===== src/rtl/pcop_pkg.sv =====
// Shared types, constants and the sine table for the polar circle point generator.
// Used by the front end, the emitter and the top module under rtl; depends on nothing else.
package pcop_pkg;

  localparam int MAX_STEP_DEFAULT       = 45;
  localparam int TRIG_FRAC_BITS_DEFAULT = 16;
  localparam int QUEUE_DEPTH            = 4;

  localparam int STEP_W   = 6;
  localparam int COORD_W  = 10;
  localparam int RADIUS_W = 9;
  localparam int POINT_W  = 11;
  localparam int CFG_IDX_W  = 2;
  localparam int CFG_DATA_W = 10;

  // Sine table: sin(j deg) for j = 0..90 in unsigned Q1.16, rounded to nearest.
  localparam int TABLE_BITS = 16;
  localparam int TABLE_W    = TABLE_BITS + 1;
  localparam int SIN_LAST   = 90;
  localparam int DEG_W      = 7;

  localparam logic [TABLE_W-1:0] SIN_TABLE [0:SIN_LAST] = '{
    17'd0,     17'd1144,  17'd2287,  17'd3430,  17'd4572,  17'd5712,  17'd6850,
    17'd7987,  17'd9121,  17'd10252, 17'd11380, 17'd12505, 17'd13626, 17'd14742,
    17'd15855, 17'd16962, 17'd18064, 17'd19161, 17'd20252, 17'd21336, 17'd22415,
    17'd23486, 17'd24550, 17'd25607, 17'd26656, 17'd27697, 17'd28729, 17'd29753,
    17'd30767, 17'd31772, 17'd32768, 17'd33754, 17'd34729, 17'd35693, 17'd36647,
    17'd37590, 17'd38521, 17'd39441, 17'd40348, 17'd41243, 17'd42126, 17'd42995,
    17'd43852, 17'd44695, 17'd45525, 17'd46341, 17'd47143, 17'd47930, 17'd48703,
    17'd49461, 17'd50203, 17'd50931, 17'd51643, 17'd52339, 17'd53020, 17'd53684,
    17'd54332, 17'd54963, 17'd55578, 17'd56175, 17'd56756, 17'd57319, 17'd57865,
    17'd58393, 17'd58903, 17'd59396, 17'd59870, 17'd60326, 17'd60764, 17'd61183,
    17'd61584, 17'd61966, 17'd62328, 17'd62672, 17'd62997, 17'd63303, 17'd63589,
    17'd63856, 17'd64104, 17'd64332, 17'd64540, 17'd64729, 17'd64898, 17'd65048,
    17'd65177, 17'd65287, 17'd65376, 17'd65446, 17'd65496, 17'd65526, 17'd65536
  };

  typedef enum logic [CFG_IDX_W-1:0] {
    REG_CENTER_X = 2'd0,
    REG_CENTER_Y = 2'd1,
    REG_RADIUS   = 2'd2
  } pcop_reg_t;

  // Phase of the last of the eight symmetric points.
  localparam logic [2:0] PHASE_LAST = 3'd7;

  // Base point handed from the front end to the point emitter.
  typedef struct packed {
    logic [RADIUS_W-1:0] a;
    logic [RADIUS_W-1:0] b;
  } pcop_pair_t;

endpackage


===== src/rtl/pcop_queue.sv =====
// Small first-in first-out queue in flip-flops between the front end and the emitter.
// Generic in width and depth; depends on nothing else.
module pcop_queue #(
  parameter int WIDTH = 18,
  parameter int DEPTH = 4
) (
  input  logic             clk,
  input  logic             rst,
  input  logic             push,
  input  logic [WIDTH-1:0] push_data,
  input  logic             pop,
  output logic [WIDTH-1:0] head_data,
  output logic             full,
  output logic             empty
);

  localparam int PTR_W = (DEPTH > 1) ? $clog2(DEPTH) : 1;
  localparam int CNT_W = $clog2(DEPTH + 1);

  logic [WIDTH-1:0] entries [0:DEPTH-1];
  logic [PTR_W-1:0] wr_ptr;
  logic [PTR_W-1:0] rd_ptr;
  logic [CNT_W-1:0] count;

  assign full      = (count == CNT_W'(DEPTH));
  assign empty     = (count == '0);
  assign head_data = entries[rd_ptr];

  always_ff @(posedge clk) begin
    if (rst) begin
      wr_ptr <= '0;
      rd_ptr <= '0;
      count  <= '0;
    end else begin
      if (push) begin
        wr_ptr <= (wr_ptr == PTR_W'(DEPTH - 1)) ? '0 : wr_ptr + 1'b1;
      end
      if (pop) begin
        rd_ptr <= (rd_ptr == PTR_W'(DEPTH - 1)) ? '0 : rd_ptr + 1'b1;
      end
      if (push && !pop) begin
        count <= count + 1'b1;
      end else if (pop && !push) begin
        count <= count - 1'b1;
      end
    end
  end

  always_ff @(posedge clk) begin
    if (push) begin
      entries[wr_ptr] <= push_data;
    end
  end

`ifndef SYNTHESIS
  a_no_overflow: assert property (@(posedge clk) disable iff (rst) !(push && full))
    else $error("queue written while full");
  a_no_underflow: assert property (@(posedge clk) disable iff (rst) !(pop && empty))
    else $error("queue read while empty");
`endif

endmodule


===== src/rtl/pcop_front.sv =====
// Front end: takes angle steps, looks up cosine and sine, scales them by the radius.
// Three registered stages feeding the queue; uses pcop_pkg.
module pcop_front
  import pcop_pkg::*;
#(
  parameter int MAX_STEP       = MAX_STEP_DEFAULT,
  parameter int TRIG_FRAC_BITS = TRIG_FRAC_BITS_DEFAULT
) (
  input  logic                clk,
  input  logic                rst,
  input  logic                in_valid,
  output logic                in_ready,
  input  logic [STEP_W-1:0]   angle_step,
  input  logic [RADIUS_W-1:0] radius,
  output logic                push,
  output pcop_pair_t          push_data,
  input  logic                queue_full
);

  localparam int FACT_W = TRIG_FRAC_BITS + 1;
  localparam int PROD_W = RADIUS_W + FACT_W;
  localparam int UP_SH  = (TRIG_FRAC_BITS >= TABLE_BITS) ? TRIG_FRAC_BITS - TABLE_BITS : 0;
  localparam int DN_SH  = (TRIG_FRAC_BITS < TABLE_BITS) ? TABLE_BITS - TRIG_FRAC_BITS : 0;
  localparam int HALF   = (DN_SH > 0) ? (1 << (DN_SH - 1)) : 0;

  // Rescale a Q1.16 table entry to the working fraction width, rounding when narrowing.
  function automatic logic [FACT_W-1:0] to_factor(input logic [TABLE_W-1:0] t);
    logic [TABLE_W:0] sum;
    sum = {1'b0, t} + (TABLE_W + 1)'(HALF);
    if (TRIG_FRAC_BITS >= TABLE_BITS) begin
      return FACT_W'(t) << UP_SH;
    end else begin
      return FACT_W'(sum >> DN_SH);
    end
  endfunction

  logic              s1_valid;
  logic [STEP_W-1:0] s1_step;
  logic              s2_valid;
  logic              s2_zero;
  logic [FACT_W-1:0] s2_cos;
  logic [FACT_W-1:0] s2_sin;
  logic              s3_valid;
  pcop_pair_t        s3_pair;

  logic s1_take;
  logic s2_take;
  logic s3_take;

  logic [STEP_W-1:0] step_sat;
  logic [DEG_W-1:0]  cos_deg;
  logic [DEG_W-1:0]  sin_deg;
  logic [PROD_W-1:0] prod_cos;
  logic [PROD_W-1:0] prod_sin;

  assign push      = s3_valid && !queue_full;
  assign push_data = s3_pair;
  assign s3_take   = !s3_valid || push;
  assign s2_take   = !s2_valid || s3_take;
  assign s1_take   = !s1_valid || s2_take;
  assign in_ready  = s1_take;

  assign step_sat = (angle_step > STEP_W'(MAX_STEP)) ? STEP_W'(MAX_STEP) : angle_step;
  assign sin_deg  = DEG_W'(s1_step);
  assign cos_deg  = DEG_W'(SIN_LAST) - DEG_W'(s1_step);
  assign prod_cos = PROD_W'(radius) * PROD_W'(s2_cos);
  assign prod_sin = PROD_W'(radius) * PROD_W'(s2_sin);

  always_ff @(posedge clk) begin
    if (rst) begin
      s1_valid <= 1'b0;
      s2_valid <= 1'b0;
      s3_valid <= 1'b0;
    end else begin
      if (s1_take) s1_valid <= in_valid;
      if (s2_take) s2_valid <= s1_valid;
      if (s3_take) s3_valid <= s2_valid;
    end
  end

  always_ff @(posedge clk) begin
    if (s1_take) begin
      s1_step <= step_sat;
    end
    if (s2_take) begin
      s2_zero <= (s1_step == '0);
      s2_cos  <= to_factor(SIN_TABLE[cos_deg]);
      s2_sin  <= to_factor(SIN_TABLE[sin_deg]);
    end
    if (s3_take) begin
      // Step zero takes the point straight above the center: (0, r).
      if (s2_zero) begin
        s3_pair.a <= '0;
        s3_pair.b <= radius;
      end else begin
        s3_pair.a <= prod_cos[TRIG_FRAC_BITS +: RADIUS_W];
        s3_pair.b <= prod_sin[TRIG_FRAC_BITS +: RADIUS_W];
      end
    end
  end

`ifndef SYNTHESIS
  a_stall_holds: assert property (@(posedge clk) disable iff (rst)
    s3_valid && queue_full |=> s3_valid)
    else $error("front end dropped a stalled base point");
  a_within_radius: assert property (@(posedge clk) disable iff (rst)
    s3_valid |-> (s3_pair.a <= radius) && (s3_pair.b <= radius))
    else $error("scaled coordinate exceeds the radius");
`endif

endmodule


===== src/rtl/pcop_emit.sv =====
// Point emitter: turns each queued base point into its eight symmetric points.
// Holds the output register; uses pcop_pkg.
module pcop_emit
  import pcop_pkg::*;
(
  input  logic                      clk,
  input  logic                      rst,
  input  pcop_pair_t                head_data,
  input  logic                      queue_empty,
  output logic                      pop,
  input  logic signed [COORD_W-1:0] center_x,
  input  logic signed [COORD_W-1:0] center_y,
  output logic                      out_valid,
  input  logic                      out_ready,
  output logic signed [POINT_W-1:0] point_x,
  output logic signed [POINT_W-1:0] point_y,
  output logic                      last_point
);

  logic [2:0] phase;
  logic       load;
  logic       take;

  logic [RADIUS_W-1:0]      dx;
  logic [RADIUS_W-1:0]      dy;
  logic signed [POINT_W-1:0] dx_s;
  logic signed [POINT_W-1:0] dy_s;
  logic signed [POINT_W-1:0] off_x;
  logic signed [POINT_W-1:0] off_y;
  logic signed [POINT_W-1:0] point_x_next;
  logic signed [POINT_W-1:0] point_y_next;

  assign load = !out_valid || out_ready;
  assign take = load && !queue_empty;
  assign pop  = take && (phase == PHASE_LAST);

  // The upper four points swap the coordinates; bit 1 negates x, bits 1 xor 0 negate y.
  always_comb begin
    dx    = phase[2] ? head_data.b : head_data.a;
    dy    = phase[2] ? head_data.a : head_data.b;
    dx_s  = signed'({{(POINT_W - RADIUS_W){1'b0}}, dx});
    dy_s  = signed'({{(POINT_W - RADIUS_W){1'b0}}, dy});
    off_x = phase[1] ? -dx_s : dx_s;
    off_y = (phase[1] ^ phase[0]) ? -dy_s : dy_s;
    point_x_next = POINT_W'(center_x) + off_x;
    point_y_next = POINT_W'(center_y) + off_y;
  end

  always_ff @(posedge clk) begin
    if (rst) begin
      out_valid <= 1'b0;
      phase     <= '0;
    end else if (load) begin
      out_valid <= !queue_empty;
      if (take) begin
        phase <= phase + 1'b1;
      end
    end
  end

  always_ff @(posedge clk) begin
    if (take) begin
      point_x    <= point_x_next;
      point_y    <= point_y_next;
      last_point <= (phase == PHASE_LAST);
    end
  end

`ifndef SYNTHESIS
  a_last_wraps: assert property (@(posedge clk) disable iff (rst)
    out_valid && last_point |-> phase == '0)
    else $error("last point shown without the phase wrapping");
  a_pop_after_last: assert property (@(posedge clk) disable iff (rst)
    pop |=> out_valid && last_point)
    else $error("base point released before its last point");
`endif

endmodule


===== src/rtl/polar_circle_octant_points.sv =====
// Polar circle point generator. Each angle step transfer (0 to MAX_STEP degrees; larger
// values saturate) yields eight points of the circle around (center_x, center_y) with
// radius radius, in the order (a,b) (a,-b) (-a,-b) (-a,b) (b,a) (b,-a) (-b,-a) (-b,a),
// where a = trunc(r cos k), b = trunc(r sin k), or (0, r) for step zero; the eighth point
// carries last_point. The emitter puts out one point per cycle while out_ready is high
// and base points are queued; the front end takes new steps while earlier ones go out.
// Each step is captured at the transfer, two more front-end stages follow (table lookup,
// multiply), then the queue and the output register. A four-entry queue lets the front
// end keep taking steps while the output is stalled. The user must write the registers
// only while idle; the block itself does not enforce it.
module polar_circle_octant_points
  import pcop_pkg::*;
#(
  parameter int MAX_STEP       = MAX_STEP_DEFAULT,
  parameter int TRIG_FRAC_BITS = TRIG_FRAC_BITS_DEFAULT
) (
  input  logic                       clk,
  input  logic                       rst,
  input  logic                       cfg_valid,
  output logic                       cfg_ready,
  input  logic [CFG_IDX_W-1:0]       cfg_index,
  input  logic [CFG_DATA_W-1:0]      cfg_data,
  input  logic                       in_valid,
  output logic                       in_ready,
  input  logic [STEP_W-1:0]          angle_step,
  output logic                       out_valid,
  input  logic                       out_ready,
  output logic signed [POINT_W-1:0]  point_x,
  output logic signed [POINT_W-1:0]  point_y,
  output logic                       last_point
);

  logic signed [COORD_W-1:0] center_x;
  logic signed [COORD_W-1:0] center_y;
  logic [RADIUS_W-1:0]       radius;

  logic       push;
  pcop_pair_t push_data;
  logic       pop;
  pcop_pair_t head_data;
  logic       queue_full;
  logic       queue_empty;

  assign cfg_ready = 1'b1;

  always_ff @(posedge clk) begin
    if (rst) begin
      center_x <= '0;
      center_y <= '0;
      radius   <= '0;
    end else if (cfg_valid) begin
      unique case (cfg_index)
        REG_CENTER_X: center_x <= signed'(cfg_data[COORD_W-1:0]);
        REG_CENTER_Y: center_y <= signed'(cfg_data[COORD_W-1:0]);
        REG_RADIUS:   radius   <= cfg_data[RADIUS_W-1:0];
        default: ;
      endcase
    end
  end

  pcop_front #(
    .MAX_STEP       (MAX_STEP),
    .TRIG_FRAC_BITS (TRIG_FRAC_BITS)
  ) u_front (
    .clk        (clk),
    .rst        (rst),
    .in_valid   (in_valid),
    .in_ready   (in_ready),
    .angle_step (angle_step),
    .radius     (radius),
    .push       (push),
    .push_data  (push_data),
    .queue_full (queue_full)
  );

  pcop_queue #(
    .WIDTH ($bits(pcop_pair_t)),
    .DEPTH (QUEUE_DEPTH)
  ) u_queue (
    .clk       (clk),
    .rst       (rst),
    .push      (push),
    .push_data (push_data),
    .pop       (pop),
    .head_data (head_data),
    .full      (queue_full),
    .empty     (queue_empty)
  );

  pcop_emit u_emit (
    .clk         (clk),
    .rst         (rst),
    .head_data   (head_data),
    .queue_empty (queue_empty),
    .pop         (pop),
    .center_x    (center_x),
    .center_y    (center_y),
    .out_valid   (out_valid),
    .out_ready   (out_ready),
    .point_x     (point_x),
    .point_y     (point_y),
    .last_point  (last_point)
  );

endmodule


===== config.mk =====
export PLATFORM = sky130hd
export DESIGN_NAME = polar_circle_octant_points
export DESIGN_NICKNAME = d
export VERILOG_FILES = /design/src/rtl/pcop_pkg.sv /design/src/rtl/pcop_queue.sv /design/src/rtl/pcop_front.sv /design/src/rtl/pcop_emit.sv /design/src/rtl/polar_circle_octant_points.sv
export SDC_FILE = /design/constraint.sdc
export NUM_CORES = 1
export LEC_CHECK = 0
export ABC_AREA = 1
export BUFFER_PORTS_ARGS = -buffer_cell sky130_fd_sc_hd__buf_2
export CAP_MARGIN = 25
export CORE_MARGIN = 1
export CORE_UTILIZATION = 42
export DETAILED_ROUTE_END_ITERATION = 10
export PLACE_DENSITY_LB_ADDON = 0.3
export RECOVER_POWER = 50
export SYNTH_ARGS = -nofsm -noshare
export SYNTH_HDL_FRONTEND = slang
export SYNTH_SLANG_ARGS = --single-unit

===== constraint.sdc =====
create_clock -name clk -period 6.9 [get_ports clk]
set_input_delay 1.035 -clock clk [delete_from_list [all_inputs] [get_ports clk]]
set_output_delay 1.035 -clock clk [all_outputs]
set_load 0.01 [all_outputs]

Word level (Yosys, flattened, before mapping). Memories as Yosys holds them, arrays and structs flattened. A register that Yosys moved wholly into a read port is not among the register bits. Index checks and enable logic that the tools add are counted.

Add/subtract/negate cells: 10. Reduce and logical (&&, ||, !) cells: 25. Multipliers: 2. $lt $le $gt $ge: 1. Equality and inequality tests: 6. Bitwise gates (word level): 3. Multiplexer cells: 13.

Operators with widths (number): 9-bit by 17-bit multiplier with 25-bit output (2); 9-bit 2-to-1 mux (3); 10-bit by 11-bit adder with 11-bit output (2); 11-bit 2-to-1 mux (2); 9-bit negator with 11-bit output (2); 1-bit logical NOT (8); 2-bit 2-to-1 mux (4); 6-bit inverter with 8-bit output (1); 7-bit inverter with 8-bit output (1); 2-bit AND reduction (4); 7-bit by 6-bit subtractor with 7-bit output (first input constant) (1); 3-bit by 1-bit adder with 3-bit output (second input constant) (2); 2-bit equality test (second input constant) (3); 3-bit equality test (second input constant) (2); 6-bit greater-than comparator (second input constant) (1); 6-bit logical NOT (1); 3-bit 2-to-1 mux (2); 1-bit logical AND (5); 2-bit by 1-bit adder with 2-bit output (second input constant) (2); 1-bit logical OR (4); 3-bit logical NOT (1); 3-bit by 1-bit subtractor with 3-bit output (second input constant) (1); 2-bit by 1-bit equality test with 1-bit output (second input constant) (1); 2-bit logical NOT (1); 3 further kinds (4).

ROM bits: 4352. Register bits: 91. Memories: 3. Word-level logic and storage cells: 81. Bits in writable memories: 72. Input port bits: 23.

Memory list: (name not given) (depth 128, bits a word 17, read ports 1, clocked after Yosys merged registers in 1, write ports 0, RTL line pcop_front.sv:87) `s2_cos <= to_factor(SIN_TABLE[cos_deg]);`; (name not given) (depth 128, bits a word 17, read ports 1, clocked after Yosys merged registers in 1, write ports 0, RTL line pcop_front.sv:88) `s2_sin <= to_factor(SIN_TABLE[sin_deg]);`; u_queue.entries (depth 4, bits a word 18, read ports 1, clocked after Yosys merged registers in 1, write ports 1, RTL line pcop_queue.sv:20) `logic [WIDTH-1:0] entries [0:DEPTH-1];`.

Longest topological paths before layout.
Word-level depth: 7. Gate-level depth with buffers: 24.

Cells and area by module. Synthesis repeated with hierarchy kept, for this count alone.

Cells, all modules: 2949. Area, all modules: 21813.4 µm².

Modules (own cells, without submodules): pcop_front (cells an instance 2179, area each 14846.7 µm², instances 1); pcop_queue (cells an instance 233, area each 3188.1 µm², instances 1); pcop_emit (cells an instance 345, area each 2537.4 µm², instances 1); polar_circle_octant_points (cells an instance 192, area each 1241.2 µm², instances 1).

Worst setup path after synthesis. Ideal clock, no wire load.

Kind: register to register. Start: register radius[0]. End: register u_front.s3_pair, in the netlist u_front.push_data[8], data pin. Library setup time: 0.254 ns. Stages on the path, launching flop included: 22. Path slack: 2.531 ns. Buffers on the path: 2. Data arrival time: 4.115 ns. Path through: dfxtp_1 -> clkbuf_1 -> clkbuf_1 -> nand2_1 -> fa_1 -> inv_1 -> fa_1 -> fa_1 -> inv_1 -> fa_1 -> inv_1 -> ha_1 -> nand2_1 -> inv_1 -> a21oi_1 -> nor2_1 -> nor2_1 -> nor2_1 -> nor2_1 -> nand3_1 -> nand3_1 -> nand2_1.

Cells in the longest elaborated chain, start to end: 2.

Ends and longest elaborated chain: start: declaration (RTL line polar_circle_octant_points.sv:35) `logic [RADIUS_W-1:0] radius;`; start signal: assignment (RTL line polar_circle_octant_points.sv:55) `REG_RADIUS: radius <= cfg_data[RADIUS_W-1:0];`; 9-bit by 17-bit multiplier with 25-bit output (RTL line pcop_front.sv:67) `assign prod_sin = PROD_W'(radius) * PROD_W'(s2_sin);`; 9-bit 2-to-1 mux (RTL line pcop_front.sv:92) `if (s2_zero) begin`; end: declaration (RTL line pcop_front.sv:44) `pcop_pair_t s3_pair;`.

Every way passes these cells. A chain may end at the register's enable or synchronous reset.

Final worst setup path.
Start: register radius[1]. End: register u_front.s3_pair, in the netlist u_front.push_data[14], data pin.

Cells in the longest elaborated chain, start to end: 1.

Ends and longest elaborated chain: 9-bit by 17-bit multiplier with 25-bit output (RTL line pcop_front.sv:66) `assign prod_cos = PROD_W'(radius) * PROD_W'(s2_cos);`.

Every way passes these cells.

==> results.tsv <==
stage	metric	value	unit
finish	multi-input logic area	13100	um^2
cts	hold_buf cts	0	
cts	clk_lat worst skew	470	ps
die	Rows	82	
synthesis	warnings from Yosys	0	
detailed_routing	Via Count	18200	
cts	post-CTS setup buffers	0	
detailed_routing	vias per std cell	5.24	
place	GPL Wtd Cong	0.974	
place	DP Wirelength	43.1	mm
global_routing	GR Layer Usage met2	38.1	%
die	Die Wd	227	um
worst_setup_path	R2R depth	19	
synthesis	cell count after synthesis	2833	
die	Initial Util	42.6	%
global_routing	layer with the highest usage	met2	
timing	Final Cycle Share	75.7	%
die	die area	51600	um^2
detailed_routing	average routed wire per standard cell	16.4	um
finish	share of cells above drive strength 1	4.90	%
power	net switching power	1.66	mW
global_routing	met3 Use GR	2.74	%
power	clock share of power	25.2	%
power	Pwr Total	4.10	mW
timing	Setup WS post-layout	1670	ps
timing	final hold violations	0	
synthesis	Commonest cells post-synth	nand2_1 (751), inv_1 (547), fa_1 (206), nor2_1 (206), o21ai_0 (170)	
global_routing	largest net degree at the start of global routing	59	
timing	Rel. slew slack	-92.9	%
worst_setup_path	largest fanout on the critical path	21	
synthesis	share of the synthesized area in the top cell type	21.6	%
synthesis	mux cell area share after synthesis	0	%
synthesis	top cells by area, synth	edfxtp_1 (22%), fa_1 (19%), nand2_1 (13%)	
die	die height	227	um
synthesis	adder-cell share of the synthesized area	27.2	%
power	Leak	11.9	nW
synthesis	post-synthesis sequential area ratio	25.8	%
timing	post-layout min period	5230	ps
power	combinational power share	34.6	%
cts	Max Root-Sink Buffers	2	
synthesis	Cell Area, Synth	21300	um^2
global_routing	GRT overflow	0	
timing	Min Hold Slack	468	ps
place	area post-placement	21900	um^2
worst_hold_path	WHS Endpoint	u_front.s3_valid	
finish	P&R area growth vs syn	5.40	%
timing	setup TNS	0	ps
synthesis	Netlist cell types	59	
worst_hold_path	hold_sp	u_front.s2_valid	
synthesis	fraction of synthesized cell area in xor and xnor cells	1.56	%
die	core area	50100	um^2
worst_setup_path	worst r2r src	radius[1]	
finish	Design Area, Final	22500	um^2
global_routing	met1 Use GR	30.5	%
worst_setup_path	r2r endpoint	u_front.push_data[14]	
synthesis	synthesized flop and latch total	198	
global_routing	antenna violations before repair	0	
synthesis	largest family of logic cells by synthesized area	adder cells	
power	Flop pwr share	40.2	%
synthesis	Syn Area/Cell	7.52	um^2
synthesis	area leader, netlist	edfxtp_1	
cts	CTS Root Cell	clkbuf_16	
detailed_routing	Final Routed Wirelength	56.8	mm
timing	final setup violation count	0	
place	pre-CTS WS	1780	ps
worst_hold_path	Hold Path Depth	2	
cts	H-tree depth	4	
detailed_routing	Post-route DRC	0	
synthesis	Post-Syn Nets	3195	
global_routing	first-pass GRT wire length	92.3	mm
detailed_routing	Routed Antenna Nets	0	
global_routing	vias in the first global route	17900	
outcome	failing checks	capacitance limit, slew limit	
worst_hold_path	Hold Path Class	flip-flop to flip-flop	
power	Pwr Density	183	nW/um^2
worst_setup_path	Worst EP arrival	5440	ps
cts	number of buffers created by CTS	17	
cts	cts repair resizes	0	
finish	final net count	3144	
power	Int Power	2.44	mW
timing	RSZ-0062 raised after global routing	false	
cts	clk slew on worst S/H paths	80	ps
power	Net Sw Frac	40.5	%
synthesis	most frequent cell after synthesis	nand2_1	
worst_setup_path	crit start category	flip-flop	
finish	Antenna diodes	0	
worst_setup_path	CP endpoint kind	flip-flop	
timing	Final Slew Violations	33	
worst_setup_path	Crit Path Category	flip-flop to flip-flop	
worst_setup_path	Crit path required time	7110	ps
worst_setup_path	R2R Setup Slk	1670	ps
die	IO Pins	49	
finish	storage element area	5500	um^2
synthesis	Post-synth EDFFs	153	
synthesis	FFs w/ async S/R, synth	0	%
timing	Achievable Freq	191	MHz
timing	Clock Skew	16.0	ps
timing	Slew @ Worst Pin	2890	ps
detailed_routing	TritonRoute pass-1 iters	6	
synthesis	Compound-Gate Fraction of Synth Area	10.0	%
place	port bufs	47	
synthesis	predominant post-synthesis flop cell	edfxtp_1	
detailed_routing	Detailed Route Iter0 Violations	1569	
global_routing	GR Util All Layers	22.7	%
cts	CTS tree	done	
finish	Fillers	5018	
power	Worst VDD drop	0.178	mV
flow_run	max cap viols	1	
synthesis	Post-Synth Simple-Gate Area	22.5	%
cts	CTS Sinks	198	
outcome	status	finished with violations	
==> registers in the layout, indices dropped and copies added, names as in the netlist, named ones only <==
signal	flops
u_front.s1_valid	1
center_y	10
u_queue.rd_ptr	2
u_front.push_data	18
u_queue.wr_ptr	2
u_emit.point_y	11
u_front.s1_step	6
u_emit.phase	3
u_emit.point_x	11
u_emit.out_valid	1
u_front.s2_sin	16
radius	9
u_front.s2_cos	17
center_x	10
u_front.s2_zero	1
u_emit.last_point	1
u_front.s3_valid	1
u_front.s2_valid	1
u_queue.count	3
u_queue.entries	72
==> logic make-up after synthesis <==
group,after synthesis
buffers and inverters,698
adder cells (fa/ha/maj),339
other,1
AO/OA/AOI/OAI,380
flip-flops,198
AND/OR/NAND/NOR,1180
XOR/XNOR,37
==> critical path, cell delays in order (launching register included) <==
cell and delay, ps:
dfxtp_1 950, buf_4 350, nand2_1 100, fa_1 520, inv_1 50, fa_1 480, fa_1 540, inv_1 50
fa_1 470, inv_1 40, ha_1 310, nand2_1 90, nor2_1 210, nand4_1 150, nor2_1 180, o21ai_0 110
o211ai_1 140, nand2_1 90, nand2_1 70, nor2_1 60
==> power groups by stage <==
| stage | Clock [mW] | Combinational, mW | Sequential [mW] |
|---|---|---|---|
| 3_5_place_dp | 0 | 1.40 | 1.68 |
| 5_1_grt | 1.10 | 1.62 | 1.67 |
| 3_3_place_gp | 0 | 1.38 | 1.67 |
| 2_1_floorplan | 0 | 1.15 | 1.51 |
| 4_1_cts | 1.05 | 1.41 | 1.65 |
| 6_report | 1.03 | 1.42 | 1.65 |
==> per-layer routing <==
layer / vias up / part of all wire [%]
met5: - / 0
met4: 0 / 2.4
met3: 104 / 5.6
met2: 659 / 48
met1: 8696 / 44
li1: 8718 / -
==> worst max-delay path by stage <==
stage              start               endpoint  slack, ps  cells after the start
2_1_floorplan  radius[0]   u_front.push_data[8]       2530                     21
3_3_place_gp   radius[0]  u_front.push_data[14]       1910                     19
3_5_place_dp   radius[0]  u_front.push_data[14]       1780                     19
4_1_cts        radius[0]  u_front.push_data[14]       1770                     19
5_1_grt        radius[1]  u_front.push_data[14]       1490                     19
6_report       radius[1]  u_front.push_data[14]       1670                     19
==> final cells by class <==
| cell class | count | area share, % |
|---|---|---|
| Sequential cell | 198 | 24.5 |
| Timing Repair Buffer | 63 | 1.50 |
| Clock inverter | 14 | 0.746 |
| Tap cell | 672 | 3.74 |
| Clock buffer | 18 | 1.91 |
| Inverter | 565 | 9.49 |
| Multi-Input combinational cell | 1937 | 58.1 |
==> placed cells by master (no fill, tap or decap), types with 7 or more instances in the layout <==
master     count
nand4_1       22
xnor2_1       12
inv_1        547
inv_2         10
a21oi_1      114
dfxtp_1       39
o21bai_1       9
nor3_1        20
buf_4         12
clkbuf_16     17
o211ai_1      21
ha_1         133
nand3_1      150
a21o_1         7
xor2_1        24
buf_2         45
o21ai_0      170
clkbuf_1       7
nand2_1      751
nor2_1       206
edfxtp_1     153
fa_1         206
o21ai_1       15
o221ai_1       9
nand2_2        9
==> per-stage QoR <==
stage,cells,utilization [%]
after detailed placement,3435,43.7
final,3467,44.9
after floorplan,2833,-
after global routing,3467,44.9
after global placement,3435,43.7
after CTS,3467,44.9
Power figures use the tool's default switching activity.
